`src/design/aabb_ram.sv`:
```
// Generic single write port RAM with one registered read port.
// No dependencies.
module aabb_ram #(
    parameter int WIDTH = 32,
    parameter int DEPTH = 64
) (
    input  logic                                 aclk,
    input  logic                                 we,
    input  logic [(DEPTH > 1 ? $clog2(DEPTH) : 1)-1:0] waddr,
    input  logic [WIDTH-1:0]                     wdata,
    input  logic [(DEPTH > 1 ? $clog2(DEPTH) : 1)-1:0] raddr,
    output logic [WIDTH-1:0]                     rdata
);
    logic [WIDTH-1:0] mem [DEPTH];

    always_ff @(posedge aclk) begin
        if (we) begin
            mem[waddr] <= wdata;
        end
        rdata <= mem[raddr];
    end
endmodule

```
`config.mk`:
```
export PLATFORM = sky130hd
export DESIGN_NAME = aabb_ram
export DESIGN_NICKNAME = d
export VERILOG_FILES = /design/src/design/aabb_ram.sv
export SDC_FILE = /design/constraint.sdc
export NUM_CORES = 2
export LEC_CHECK = 0
export BUFFER_PORTS_ARGS = -buffer_cell sky130_fd_sc_hd__buf_4
export CAP_MARGIN = 20
export CORE_MARGIN = 2
export CORE_UTILIZATION = 50
export CTS_BUF_LIST = sky130_fd_sc_hd__clkbuf_16
export DETAILED_ROUTE_END_ITERATION = 8
export HOLD_SLACK_MARGIN = 0.05
export PLACE_DENSITY = 0.65
export SLEW_MARGIN = 20
export SYNTH_ARGS = -nofsm -noshare
export SYNTH_HDL_FRONTEND = slang
export SYNTH_SLANG_ARGS = --single-unit
```
`constraint.sdc`:
```
create_clock -name aclk -period 9.1 [get_ports aclk]
set_input_delay 0.91 -clock aclk [delete_from_list [all_inputs] [get_ports aclk]]
set_output_delay 0.91 -clock aclk [all_outputs]
set_load 0.1 [all_outputs]
```
==> impl_metrics.py <==
metrics = {
    "outcome": {
        "status": "complete, no violations",
    },
    "die": {
        "die_area_mm2": 0.160,
        "die_h_um": 400,
        "ios": 78,
        "core_area_mm2": 0.156,
        "die_x_um": 400,
        "start_util": 0.503,
        "rows": 145,
    },
    "clock_tree": {
        "holdBufCountCts": 0,
        "clk_pin_slew_ns": 0.06,
        "cts_setup_buffers": 0,
        "clock-sinks": 2080,
        "clockRootBuffer": "clkbuf_16",
        "tritoncts": "built",
        "insertion_delay_ns": 0.82,
        "htreeDepth": 4,
        "cts_buffers": 199,
        "cts_resized": 0,
        "cts_buffer_depth": 3,
    },
    "synth": {
        "ys_top_cells_by_area": "edfxtp_1 78%, mux4_2 16%, mux2i_1 1.2%",
        "synth_nets": 3370,
        "synth-edff-count": 2048,
        "synth_warnings": 0,
        "ys_seq_area_frac": 0.791,
        "synth.top_cell.area_share": 0.783,
        "netlist-cell-type-count": 34,
        "postSynth.asyncResetShare": 0,
        "synth-main-ff-cell": "edfxtp_1",
        "syn_inst": 3324,
        "netlist_area_mm2": 0.0785,
        "synth-seq-cells": 2080,
        "avgSynthCellArea_um2": 23.6,
        "yosysTopAreaCell": "edfxtp_1",
    },
    "grt": {
        "grt_max_degree": 86,
        "grt_usage": 0.251,
        "overflow": 0,
        "grt_first_pass_wirelength_um": 281000,
        "antenna_found_initial": 15,
        "grt_pass1_vias": 36900,
    },
    "run": {
        "maxCapViolations": 0,
    },
    "critical_path": {
        "reg2reg_to": "rdata[0]$_DFF_P_",
        "required_ns": 9.76,
        "slowest_delay_ns": 0.74,
        "crit_fanout": 68,
        "critical_path_class": "in2reg",
        "rr_worst_depth": 4,
        "critPathSlowestCell": "buf_4",
        "path_buf_inv": 3,
        "worstPathCellList": "buf_8 > buf_4 > buf_4 > mux4_2 > mux4_2 > o22ai_1 > nor2_1",
        "cp-end-kind": "register",
        "reg2reg_from": "mem[42][0]$_DFFE_PP_",
        "worstPathArrival_ns": 4.51,
        "path_delay_family": "buffers and inverters",
        "start_kind": "input port",
        "reg2reg_slack_ns": 6.79,
    },
    "timing": {
        "slew_violations": 0,
        "fmax_mhz": 260,
        "fin_crit_ns": 3.85,
        "setup_viol": 0,
        "grt_setup_unrepaired": "no",
        "worst-slew-pin-transition_ns": 1.02,
        "post-route-period-util": 0.423,
        "finalHoldViolCount": 0,
        "clock_skew_ns": 0.0289,
        "slew_headroom": 0.319,
        "final.setup.tns_ns": 0,
    },
    "worst_hold_path": {
        "min_path_type": "in2reg",
        "hp-start": "wdata[11]",
        "whs_endpoint": "mem[41][11]$_DFFE_PP_",
        "min_path_cells": 1,
    },
    "layout": {
        "instances_no_fill": 5753,
        "final_cell_mix": "2048 x edfxtp_1, 544 x mux4_2, 202 x clkbuf_16",
        "num-nets-final": 3565,
        "area_growth_pct": 12.5,
        "utilization": 0.566,
        "drive_above_1_share": 0.288,
        "final_common_cell": "edfxtp_1",
    },
    "placed_design": {
        "io_buffers": 77,
        "dp_hpwl_um": 102000,
        "dp_cells": 5376,
        "place.gp.congestion": 0.752,
    },
    "drt": {
        "wirelength_um": 200000,
        "drt_first_pass_iters": 5,
        "wl_per_cell_um": 34.7,
        "post-route-drc-count": 0,
        "via_count": 37000,
        "detail-route-antenna-nets": 0,
        "drtIter0Drc": 5035,
        "viasPerCell": 6.43,
    },
    "power": {
        "powerDensity_mw_per_mm2": 222,
        "vdd_drop_max_mv": 0.208,
        "leakage_uw": 0.0276,
    },
}
synthesized netlist by cell type (7+ instances only):
library cell and number:
edfxtp_1 2048, a311oi_1 8, buf_1 21, nor3_1 7
o221ai_1 27, dfxtp_1 32, nand2_1 26, nand2b_1 8
a21oi_1 62, buf_4 25, buf_2 57, a22oi_1 12
mux2i_1 93, o22ai_1 84, nor2b_1 15, nor2_1 137
mux4_2 544, clkbuf_1 74
sequential cells by signal, summed over array words and instances (netlist names):
signal	flops
mem	2048
rdata	32
worst max-delay path by stage:
stage | endpoint | cells after the start | slack (ns) | startpoint
after floorplan | mem[48][0]$_DFFE_PP_ | 4 | 5.03 | waddr[3]
after global placement | rdata[18]$_DFF_P_ | 7 | 4.54 | raddr[1]
after detailed placement | rdata[18]$_DFF_P_ | 7 | 4.49 | raddr[1]
after CTS | rdata[18]$_DFF_P_ | 7 | 5.34 | raddr[1]
after global routing | rdata[17]$_DFF_P_ | 8 | 5.18 | raddr[0]
final | rdata[18]$_DFF_P_ | 7 | 5.25 | raddr[1]
per-stage QoR:
stage	total power, uW	cell area (um2)	setup slack, ns	hold WS (ns)
final	19600	88300	5.25	0.618
after global routing	20100	88300	5.18	0.609
after CTS	19700	88300	5.34	0.579
after detailed placement	11900	82100	4.49	0.737
after global placement	11900	82100	4.54	0.718
after floorplan	11500	78500	5.03	0.663
kinds of logic after synthesis:
group                  after synthesis  synth area share
AOI/OAI and AO/OA                  202            0.0167
buffers and inverters              182            0.0113
and+or+nand+nor                    223            0.0127
muxes                              637             0.168
DFF                               2080             0.791
metal layers:
metal / track usage / vias to the layer above / wire [um]
met5: 0 / - / 113
met4: 0.0774 / 18 / 5730
met3: 0.0647 / 299 / 20600
met2: 0.387 / 1922 / 94800
met1: 0.355 / 20100 / 78500
li1: - / 14700 / -
final cells by class:
class,instances,area [um2]
Fill cell,11300,67700
Antenna cell,2,5.00
Multi-Input combinational cell,1062,16000
Clock inverter,173,1180
Clock buffer,202,5050
Sequential cell,2080,62100
Timing Repair Buffer,176,1420
Tap cell,2058,2570
power breakdown:
| group | switching (uW) | internal [uW] | total, uW | leakage, uW |
|---|---|---|---|---|
| registers | 46.8 | 10600 | 10700 | 0.0187 |
| clock network | 3510 | 4340 | 7850 | 0.00327 |
| logic | 726 | 357 | 1080 | 0.00559 |
(Power assumes the default switching activity.)
